File: src/hw/rtl/lscp_pkg.sv
// ----------------------------------------------------------------------------
// Line sensor calibration package
// Constants and helper functions shared by the line sensor position block.
// ----------------------------------------------------------------------------
package lscp_pkg;

	localparam int SENSORS_MAX = 10;
	localparam int SIDX_W      = (SENSORS_MAX > 1) ? $clog2(SENSORS_MAX) : 1;
	localparam int CNT_W       = 5;
	localparam int WSUM_W      = 33;
	localparam int VSUM_W      = 20;
	localparam int POS_W       = 14;
	localparam int PROD_W      = 30;
	localparam int DIV_STEPS   = WSUM_W;
	localparam int DCNT_W      = $clog2(DIV_STEPS + 1);

	localparam logic [15:0] LINE_LEVEL   = 16'd200;
	localparam logic [15:0] WEIGHT_LEVEL = 16'd50;
	localparam logic [15:0] SAT16        = 16'hFFFF;

	localparam logic [1:0] FUNC_CLEAR  = 2'd0;
	localparam logic [1:0] FUNC_CAL    = 2'd1;
	localparam logic [1:0] FUNC_DETECT = 2'd2;

	typedef logic [15:0] sample_t;

	function automatic logic [POS_W-1:0] sensor_weight(input logic [3:0] idx);
		return POS_W'(idx * 1000);
	endfunction

	function automatic logic [POS_W-1:0] far_end(input logic [CNT_W-1:0] n);
		logic [CNT_W-1:0] m;
		m = n - CNT_W'(1);
		return POS_W'(m * 1000);
	endfunction

endpackage

File: src/hw/rtl/line_sensor_calibrate_position_top.sv
// ----------------------------------------------------------------------------
// Line sensor calibration and position
// Tracks per-sensor reflectance windows, normalises readings with a shared
// restoring divider and derives the weighted line position at frame end.
// ----------------------------------------------------------------------------
//  channel  | direction | handshake              | payload
//  cfg      | in        | cfg_valid / cfg_ready  | cfg_data (sensor count)
//  in       | in        | in_valid / in_stall    | func, sensor_index, raw_value,
//           |           |                        | last_of_frame
//  out      | out       | out_valid / out_stall  | normalized_value, position,
//           |           |                        | position_valid, line_seen, status
//
// Error and clear transactions do not use the divider; a normalising division runs on
// the shared one-bit-per-cycle divider, and a reading that closes a frame may use it a
// second time for the position. A new transaction is taken only from idle.
// Reset clears all calibration windows and accumulators at once.
// A stalled result waits in the output register; the next transaction is taken meanwhile.
module line_sensor_calibrate_position_top
	import lscp_pkg::*;
(
	input  logic                clk,
	input  logic                arst_n,
	input  logic                cfg_valid,
	output logic                cfg_ready,
	input  logic [3:0]          cfg_data,
	input  logic                in_valid,
	output logic                in_stall,
	input  logic [1:0]          func,
	input  logic [3:0]          sensor_index,
	input  logic [15:0]         raw_value,
	input  logic                last_of_frame,
	output logic                out_valid,
	input  logic                out_stall,
	output logic [15:0]         normalized_value,
	output logic [POS_W-1:0]    position,
	output logic                position_valid,
	output logic                line_seen,
	output logic                status
);

	localparam logic [3:0] S_IDLE   = 4'd0;
	localparam logic [3:0] S_DECODE = 4'd1;
	localparam logic [3:0] S_NORM   = 4'd2;
	localparam logic [3:0] S_DIV    = 4'd3;
	localparam logic [3:0] S_NDONE  = 4'd4;
	localparam logic [3:0] S_ACC    = 4'd5;
	localparam logic [3:0] S_SUM    = 4'd6;
	localparam logic [3:0] S_POS    = 4'd7;
	localparam logic [3:0] S_PDONE  = 4'd8;
	localparam logic [3:0] S_CLOSE  = 4'd9;
	localparam logic [3:0] S_OUT    = 4'd10;

	logic [3:0]         state_q;
	logic [3:0]         cnt_cfg_q;
	sample_t            max_q [SENSORS_MAX];
	sample_t            min_q [SENSORS_MAX];
	logic [SENSORS_MAX-1:0] cal_q;
	logic [WSUM_W-1:0]  wsum_q;
	logic [VSUM_W-1:0]  vsum_q;
	logic               line_flag_q;
	logic [POS_W-1:0]   last_pos_q;

	logic [1:0]         func_q;
	logic [3:0]         idx_q;
	sample_t            raw_q;
	logic               last_q;
	sample_t            lo_q;
	sample_t            hi_q;
	logic               sel_cal_q;
	sample_t            norm_q;
	logic               status_q;
	logic               pvalid_q;
	logic               seen_q;
	logic               weigh_q;
	logic [PROD_W-1:0]  prod_q;

	logic [VSUM_W-1:0]  rem_q;
	logic [WSUM_W-1:0]  quo_q;
	logic [VSUM_W-1:0]  dvs_q;
	logic [DCNT_W-1:0]  dcnt_q;
	logic               div_pos_q;

	logic               ovalid_q;
	sample_t            onorm_q;
	logic [POS_W-1:0]   opos_q;
	logic               opvalid_q;
	logic               oseen_q;
	logic               ostatus_q;

	logic [CNT_W-1:0]   n_w;
	logic [SIDX_W-1:0]  sel_w;
	logic [POS_W-1:0]   far_w;
	logic [VSUM_W:0]    shifted_w;
	logic [VSUM_W:0]    trial_w;
	logic [VSUM_W:0]    vsum_add_w;
	logic [WSUM_W:0]    wsum_add_w;
	logic [25:0]        numer_w;
	logic               out_free_w;
	logic               accept_w;

	assign n_w = (cnt_cfg_q > CNT_W'(SENSORS_MAX)) ? CNT_W'(SENSORS_MAX)
		: CNT_W'(cnt_cfg_q);
	assign sel_w      = idx_q[SIDX_W-1:0];
	assign far_w      = far_end(n_w);
	assign shifted_w  = {rem_q, quo_q[WSUM_W-1]};
	assign trial_w    = shifted_w - {1'b0, dvs_q};
	assign vsum_add_w = {1'b0, vsum_q} + (VSUM_W+1)'(norm_q);
	assign wsum_add_w = {1'b0, wsum_q} + (WSUM_W+1)'(prod_q);
	assign numer_w    = 26'(raw_q - lo_q) * 26'd1000;
	assign out_free_w = !ovalid_q || !out_stall;
	assign accept_w   = in_valid && !in_stall;

	assign cfg_ready = (state_q == S_IDLE);
	assign in_stall  = (state_q != S_IDLE);

	assign out_valid        = ovalid_q;
	assign normalized_value = onorm_q;
	assign position         = opos_q;
	assign position_valid   = opvalid_q;
	assign line_seen        = oseen_q;
	assign status           = ostatus_q;

	always_ff @(posedge clk or negedge arst_n) begin
		if (!arst_n) begin
			state_q     <= S_IDLE;
			cnt_cfg_q   <= '0;
			cal_q       <= '0;
			wsum_q      <= '0;
			vsum_q      <= '0;
			line_flag_q <= 1'b0;
			last_pos_q  <= '0;
			ovalid_q    <= 1'b0;
			dcnt_q      <= '0;
			for (int i = 0; i < SENSORS_MAX; i++) begin
				max_q[i] <= '0;
				min_q[i] <= SAT16;
			end
		end else begin
			if (ovalid_q && !out_stall && state_q != S_OUT) begin
				ovalid_q <= 1'b0;
			end
			unique case (state_q)
				S_IDLE: begin
					if (cfg_valid) begin
						cnt_cfg_q <= cfg_data;
					end
					if (accept_w) begin
						func_q   <= func;
						idx_q    <= sensor_index;
						raw_q    <= raw_value;
						last_q   <= last_of_frame;
						norm_q   <= '0;
						status_q <= 1'b0;
						pvalid_q <= 1'b0;
						seen_q   <= 1'b0;
						state_q  <= S_DECODE;
					end
				end
				S_DECODE: begin
					if (n_w == '0 || (func_q != FUNC_CLEAR && func_q != FUNC_CAL
						&& func_q != FUNC_DETECT)) begin
						status_q <= 1'b1;
						state_q  <= S_OUT;
					end else if (func_q == FUNC_CLEAR) begin
						for (int i = 0; i < SENSORS_MAX; i++) begin
							if (CNT_W'(i) < n_w) begin
								max_q[i] <= '0;
								min_q[i] <= SAT16;
								cal_q[i] <= 1'b0;
							end
						end
						state_q <= S_OUT;
					end else if (CNT_W'(idx_q) >= n_w) begin
						status_q <= 1'b1;
						state_q  <= S_OUT;
					end else if (func_q == FUNC_CAL) begin
						hi_q         <= (max_q[sel_w] < raw_q) ? raw_q : max_q[sel_w];
						lo_q         <= (min_q[sel_w] > raw_q) ? raw_q : min_q[sel_w];
						max_q[sel_w] <= (max_q[sel_w] < raw_q) ? raw_q : max_q[sel_w];
						min_q[sel_w] <= (min_q[sel_w] > raw_q) ? raw_q : min_q[sel_w];
						cal_q[sel_w] <= 1'b1;
						sel_cal_q    <= 1'b1;
						state_q      <= S_NORM;
					end else begin
						hi_q      <= max_q[sel_w];
						lo_q      <= min_q[sel_w];
						sel_cal_q <= cal_q[sel_w];
						state_q   <= S_NORM;
					end
				end
				S_NORM: begin
					if (!sel_cal_q) begin
						norm_q  <= raw_q;
						state_q <= S_NDONE;
					end else if (raw_q < lo_q) begin
						norm_q  <= '0;
						state_q <= S_NDONE;
					end else if (hi_q <= lo_q) begin
						norm_q  <= SAT16;
						state_q <= S_NDONE;
					end else begin
						rem_q     <= '0;
						quo_q     <= WSUM_W'(numer_w);
						dvs_q     <= VSUM_W'(hi_q - lo_q);
						dcnt_q    <= DCNT_W'(DIV_STEPS);
						div_pos_q <= 1'b0;
						state_q   <= S_DIV;
					end
				end
				S_DIV: begin
					if (!trial_w[VSUM_W]) begin
						rem_q <= trial_w[VSUM_W-1:0];
						quo_q <= {quo_q[WSUM_W-2:0], 1'b1};
					end else begin
						rem_q <= shifted_w[VSUM_W-1:0];
						quo_q <= {quo_q[WSUM_W-2:0], 1'b0};
					end
					dcnt_q <= dcnt_q - DCNT_W'(1);
					if (dcnt_q == DCNT_W'(1)) begin
						state_q <= div_pos_q ? S_PDONE : S_NDONE;
					end else if (!div_pos_q && sel_cal_q && raw_q < lo_q) begin
						state_q <= S_NDONE;
					end
				end
				S_NDONE: begin
					if (sel_cal_q && raw_q >= lo_q && hi_q > lo_q) begin
						norm_q <= (|quo_q[WSUM_W-1:16]) ? SAT16 : quo_q[15:0];
					end
					state_q <= (func_q == FUNC_DETECT) ? S_ACC : S_OUT;
				end
				S_ACC: begin
					if (norm_q > LINE_LEVEL) begin
						line_flag_q <= 1'b1;
					end
					weigh_q <= (norm_q > WEIGHT_LEVEL);
					prod_q  <= PROD_W'(sensor_weight(idx_q) * norm_q);
					if (norm_q > WEIGHT_LEVEL) begin
						vsum_q <= vsum_add_w[VSUM_W] ? '1 : vsum_add_w[VSUM_W-1:0];
					end
					state_q <= S_SUM;
				end
				S_SUM: begin
					if (weigh_q) begin
						wsum_q <= wsum_add_w[WSUM_W] ? '1 : wsum_add_w[WSUM_W-1:0];
					end
					state_q <= last_q ? S_POS : S_OUT;
				end
				S_POS: begin
					if (line_flag_q && vsum_q != '0) begin
						rem_q     <= '0;
						quo_q     <= wsum_q;
						dvs_q     <= vsum_q;
						dcnt_q    <= DCNT_W'(DIV_STEPS);
						div_pos_q <= 1'b1;
						state_q   <= S_DIV;
					end else begin
						last_pos_q <= (last_pos_q < (far_w >> 1)) ? '0 : far_w;
						state_q    <= S_CLOSE;
					end
				end
				S_PDONE: begin
					last_pos_q <= (quo_q > WSUM_W'(far_w)) ? far_w : quo_q[POS_W-1:0];
					state_q    <= S_CLOSE;
				end
				S_CLOSE: begin
					pvalid_q    <= 1'b1;
					seen_q      <= line_flag_q;
					wsum_q      <= '0;
					vsum_q      <= '0;
					line_flag_q <= 1'b0;
					state_q     <= S_OUT;
				end
				S_OUT: begin
					if (out_free_w) begin
						ovalid_q <= 1'b1;
						state_q  <= S_IDLE;
					end
				end
				default: begin
					state_q <= S_IDLE;
				end
			endcase
		end
	end

	always_ff @(posedge clk) begin
		if (state_q == S_OUT && out_free_w) begin
			onorm_q   <= norm_q;
			opos_q    <= last_pos_q;
			opvalid_q <= pvalid_q;
			oseen_q   <= seen_q;
			ostatus_q <= status_q;
		end
	end

	// An accepted transaction always keeps the input side busy in the next cycle.
	a_busy_after_accept: assert property (@(posedge clk) disable iff (!arst_n)
		accept_w |=> in_stall)
		else $error("input not stalled after an accepted transaction");

	// A closed frame never carries an error.
	a_close_ok: assert property (@(posedge clk) disable iff (!arst_n)
		out_valid |-> !(position_valid && status))
		else $error("frame closed on an erroneous transaction");

	// Erroneous transactions return a zero reading.
	a_err_zero: assert property (@(posedge clk) disable iff (!arst_n)
		(out_valid && status) |-> (normalized_value == '0))
		else $error("non-zero reading on an erroneous transaction");

	// The line mark is only reported on a closing transaction.
	a_seen_close: assert property (@(posedge clk) disable iff (!arst_n)
		(out_valid && line_seen) |-> position_valid)
		else $error("line mark outside a frame close");

endmodule

File: config.mk
export PLATFORM = sky130hd
export DESIGN_NAME = line_sensor_calibrate_position_top
export DESIGN_NICKNAME = d
export VERILOG_FILES = /design/src/hw/rtl/lscp_pkg.sv /design/src/hw/rtl/line_sensor_calibrate_position_top.sv
export SDC_FILE = /design/constraint.sdc
export NUM_CORES = 2
export LEC_CHECK = 0
export BUFFER_PORTS_ARGS = -buffer_cell sky130_fd_sc_hd__buf_2
export CAP_MARGIN = 0
export CORE_ASPECT_RATIO = 0.75
export CORE_MARGIN = 2
export CORE_UTILIZATION = 55
export DETAILED_ROUTE_END_ITERATION = 12
export GPL_ROUTABILITY_DRIVEN = 0
export HOLD_SLACK_MARGIN = 0.1
export PLACE_DENSITY = 0.8
export SKIP_CTS_REPAIR_TIMING = 1
export SYNTH_ARGS = -nofsm -noshare
export SYNTH_HDL_FRONTEND = slang
export SYNTH_SLANG_ARGS = --single-unit
File: constraint.sdc
create_clock -name clk -period 17.7 [get_ports clk]
set_input_delay 0.885 -clock clk [delete_from_list [all_inputs] [get_ports clk]]
set_output_delay 0.885 -clock clk [all_outputs]
set_load 0.03 [all_outputs]
==> impl_results.md <==
* Status: finished clean
* Io pins at 68
* Post-synthesis sequential area ratio at 0.385
* Congestion Overflow GR at 0
* Synthesized area at 43600 µm²
* CP startpoint kind: flop
* Final period util at 0.534
* Crit-path max FO at 43
* Largest net degree at the start of global routing at 108
* TritonCTS clock tree: built
* Vert. Die Dim at about 250 µm
* Crit path DAT at 9850 ps
* Routed WL at 127 mm
* Final Hold Viols at 0
* Nets@finish at 4891
* Final Cell Area at 47100 µm²
* Fill count at 6312
* Number of synthesized flops with an enable pin at 210
* Chip width at around 330 µm
* Worst Max-Slew Pin Slew at 1370 ps
* Relative slew slack at 0.0839
* Initial antenna violation count at 4
* Leading cell type in the layout, fill and taps excluded: a21oi_1
* Worst skew pair latency at 660 ps
* Cells after Synth at 4351
* Worst Skew at 57.1 ps
* Layout cells sized above 1 at 0.135
* Setup tns final at 0 ps
* Core box area at around 80000 µm²
* Initial Utilization at 0.554
* Clock-pin slew on the worst setup and hold paths at around 70 ps
* Met3 global-route usage at 0.0929
* Clk root buf: clkbuf_16
* Net Count, Synth at 4894
* Unrepaired setup endpoints after global routing: no
* Syn. warnings at 0
* Post-synth cell types at 106
* Most Crowded Layer GR: met1
* Clk sinks at 621
* Crit end category: flop
* Placed instance area at approximately 45000 µm²
* Grt met1 use at 0.459
* Std cell rows at 89
* Max Transition Viols Final at 0
* Port Buf Inserts at 67
* Fmax at 106 MHz
* Met2 Usage GRT at 0.442
* Total CTS buffers at 67
* Vias at 35300
* Register bit total from synthesis at 621
* Max-Cap Viols at 0
* Wire per inst at 23.4 µm
* Hold WC Path Type: primary input to asynchronous set/reset pin
* Place WS at 8290 ps
* DRT iter0 DRCs at 4728
* Sequential cell area at 16800 µm²
* Final setup vio count at 0
* Final routed DRC violation total at 0
* All-Layer GR Usage at 0.314
* Setup CP Type: flop to flop
* Vias per cell at ~6.5
* Most frequent cells in the layout: a21oi_1, nand2_1, inv_1
* Slowest Stage Delay on Critical Path at approximately 1000 ps
* Crit path buffers/inverters at 2
* Post-synth ARST share at 0.662
* Final worst setup slack at 8260 ps
* DP Wirelength at 90.2 mm
* Area of the multi-input gates at 24700 µm²
* Top_reg_cell synth: dfrtp_1
* Die ar. at between 80000 and 90000 µm²
* Post-route antenna net violation count at 0
* Mean Syn Cell Area at 10.0 µm²
* Crit path required time at 18100 ps
* Clk buf depth at 3
* Area Growth Syn to Fin at 8.12%
* Vias in the first global route at 34400
* Critical path's top delay family: adder cells
* DR pass1 iterations at 9
* Slowest CP cell: xor2_1
* H-tree lvl count at 3
* Min Tclk post-route at 9440 ps
* First-pass GRT wire length at approximately 200 mm
* Most frequent CP cell: fa_1
-- cells in the mapped netlist (25+ instances only) --
master / count / area share
nor2b_1: 41 / 0.0059
mux2_2: 41 / 0.011
a21oi_1: 421 / 0.048
a221oi_1: 32 / 0.0064
inv_1: 351 / 0.030
o21ai_1: 102 / 0.012
dfrtp_1: 251 / 0.14
clkbuf_1: 164 / 0.014
and2_1: 106 / 0.015
a31oi_1: 57 / 0.0082
ha_1: 303 / 0.087
nand2_1: 411 / 0.035
mux4_2: 66 / 0.034
o21a_1: 34 / 0.0059
a22oi_1: 34 / 0.0059
nor2_1: 338 / 0.029
xnor2_1: 78 / 0.016
mux2i_1: 25 / 0.0057
nor3_1: 48 / 0.0055
edfxtp_1: 210 / 0.14
a21o_1: 83 / 0.014
dfstp_2: 160 / 0.096
nand2b_1: 34 / 0.0049
xor2_1: 48 / 0.0096
nand3_1: 77 / 0.0088
o21ai_0: 186 / 0.021
fa_1: 208 / 0.096
-- registers in the layout, indices dropped and copies added, names as in the netlist, 20 cells and up --
name    cells
max_q     160
min_q     160
quo_q      33
wsum_q     31
prod_q     27
dvs_q      20
rem_q      20
vsum_q     20
-- metal layers --
metal  up-vias  wire length [µm]
met2      2146             52600
met4         4              5070
met3       374             17300
met1     17300             52300
met5         -                35
li1      15400                 -
-- path summary, 6_finish.rpt --
kind / slack, ps / cells after the start / from / to
worst max-delay path: 8260 / 27 / idx_q[1] / prod_q[28]
worst max register to register: 8260 / 27 / idx_q[1] / prod_q[28]
max in group asynchronous: 15430 / 3 / arst_n / max_q[134]
min in group clk: 400 / 1 / raw_value[8] / raw_q[8]
worst min register to register: 440 / 0 / pvalid_q / position_valid
worst min-delay path: 120 / 1 / arst_n / dcnt_q[5]
-- cell families after synthesis --
kind of cell	count (synthesis)	share of synthesized area
buffers and inverters	561	0.0508
muxes	144	0.0556
and+or+nand+nor	1184	0.127
AOI/OAI and AO/OA	1203	0.173
DFF	621	0.385
adders and majority gates	511	0.182
xor gates and xnor gates	127	0.0258
-- area by class of cell --
cell class                      instances  share of cell area
Inverter                              354              0.0282
Sequential cell                       621               0.356
Multi-Input combinational cell       3169               0.523
Clock buffer                           89              0.0384
Tap cell                             1046              0.0278
Clock inverter                         32             0.00757
Timing Repair Buffer                  135              0.0184
Antenna cell                            3            0.000159
-- worst reg2reg max path: cells and delay by family, from the launching register on --
kind	cells	cell delay, ps
AND/OR/NAND/NOR	5	780
XOR/XNOR	2	1120
buffers and inverters	2	610
AO/OA/AOI/OAI	9	1920
adder cells (fa/ha/maj)	9	4400
flip-flops	1	370
-- stage by stage --
| step | std cells | utilization | hold slack, ps |
|---|---|---|---|
| after CTS | 5446 | 0.599 | 104 |
| after global placement | 5325 | 0.572 | 403 |
| after floorplan | 4351 | - | 400 |
| after global routing | 5446 | 0.599 | 116 |
| final | 5449 | 0.599 | 118 |
| after detailed placement | 5325 | 0.572 | 426 |
Power is not shown: default switching activity piles up to over one toggle a cycle in this logic, so the estimate is an artifact.
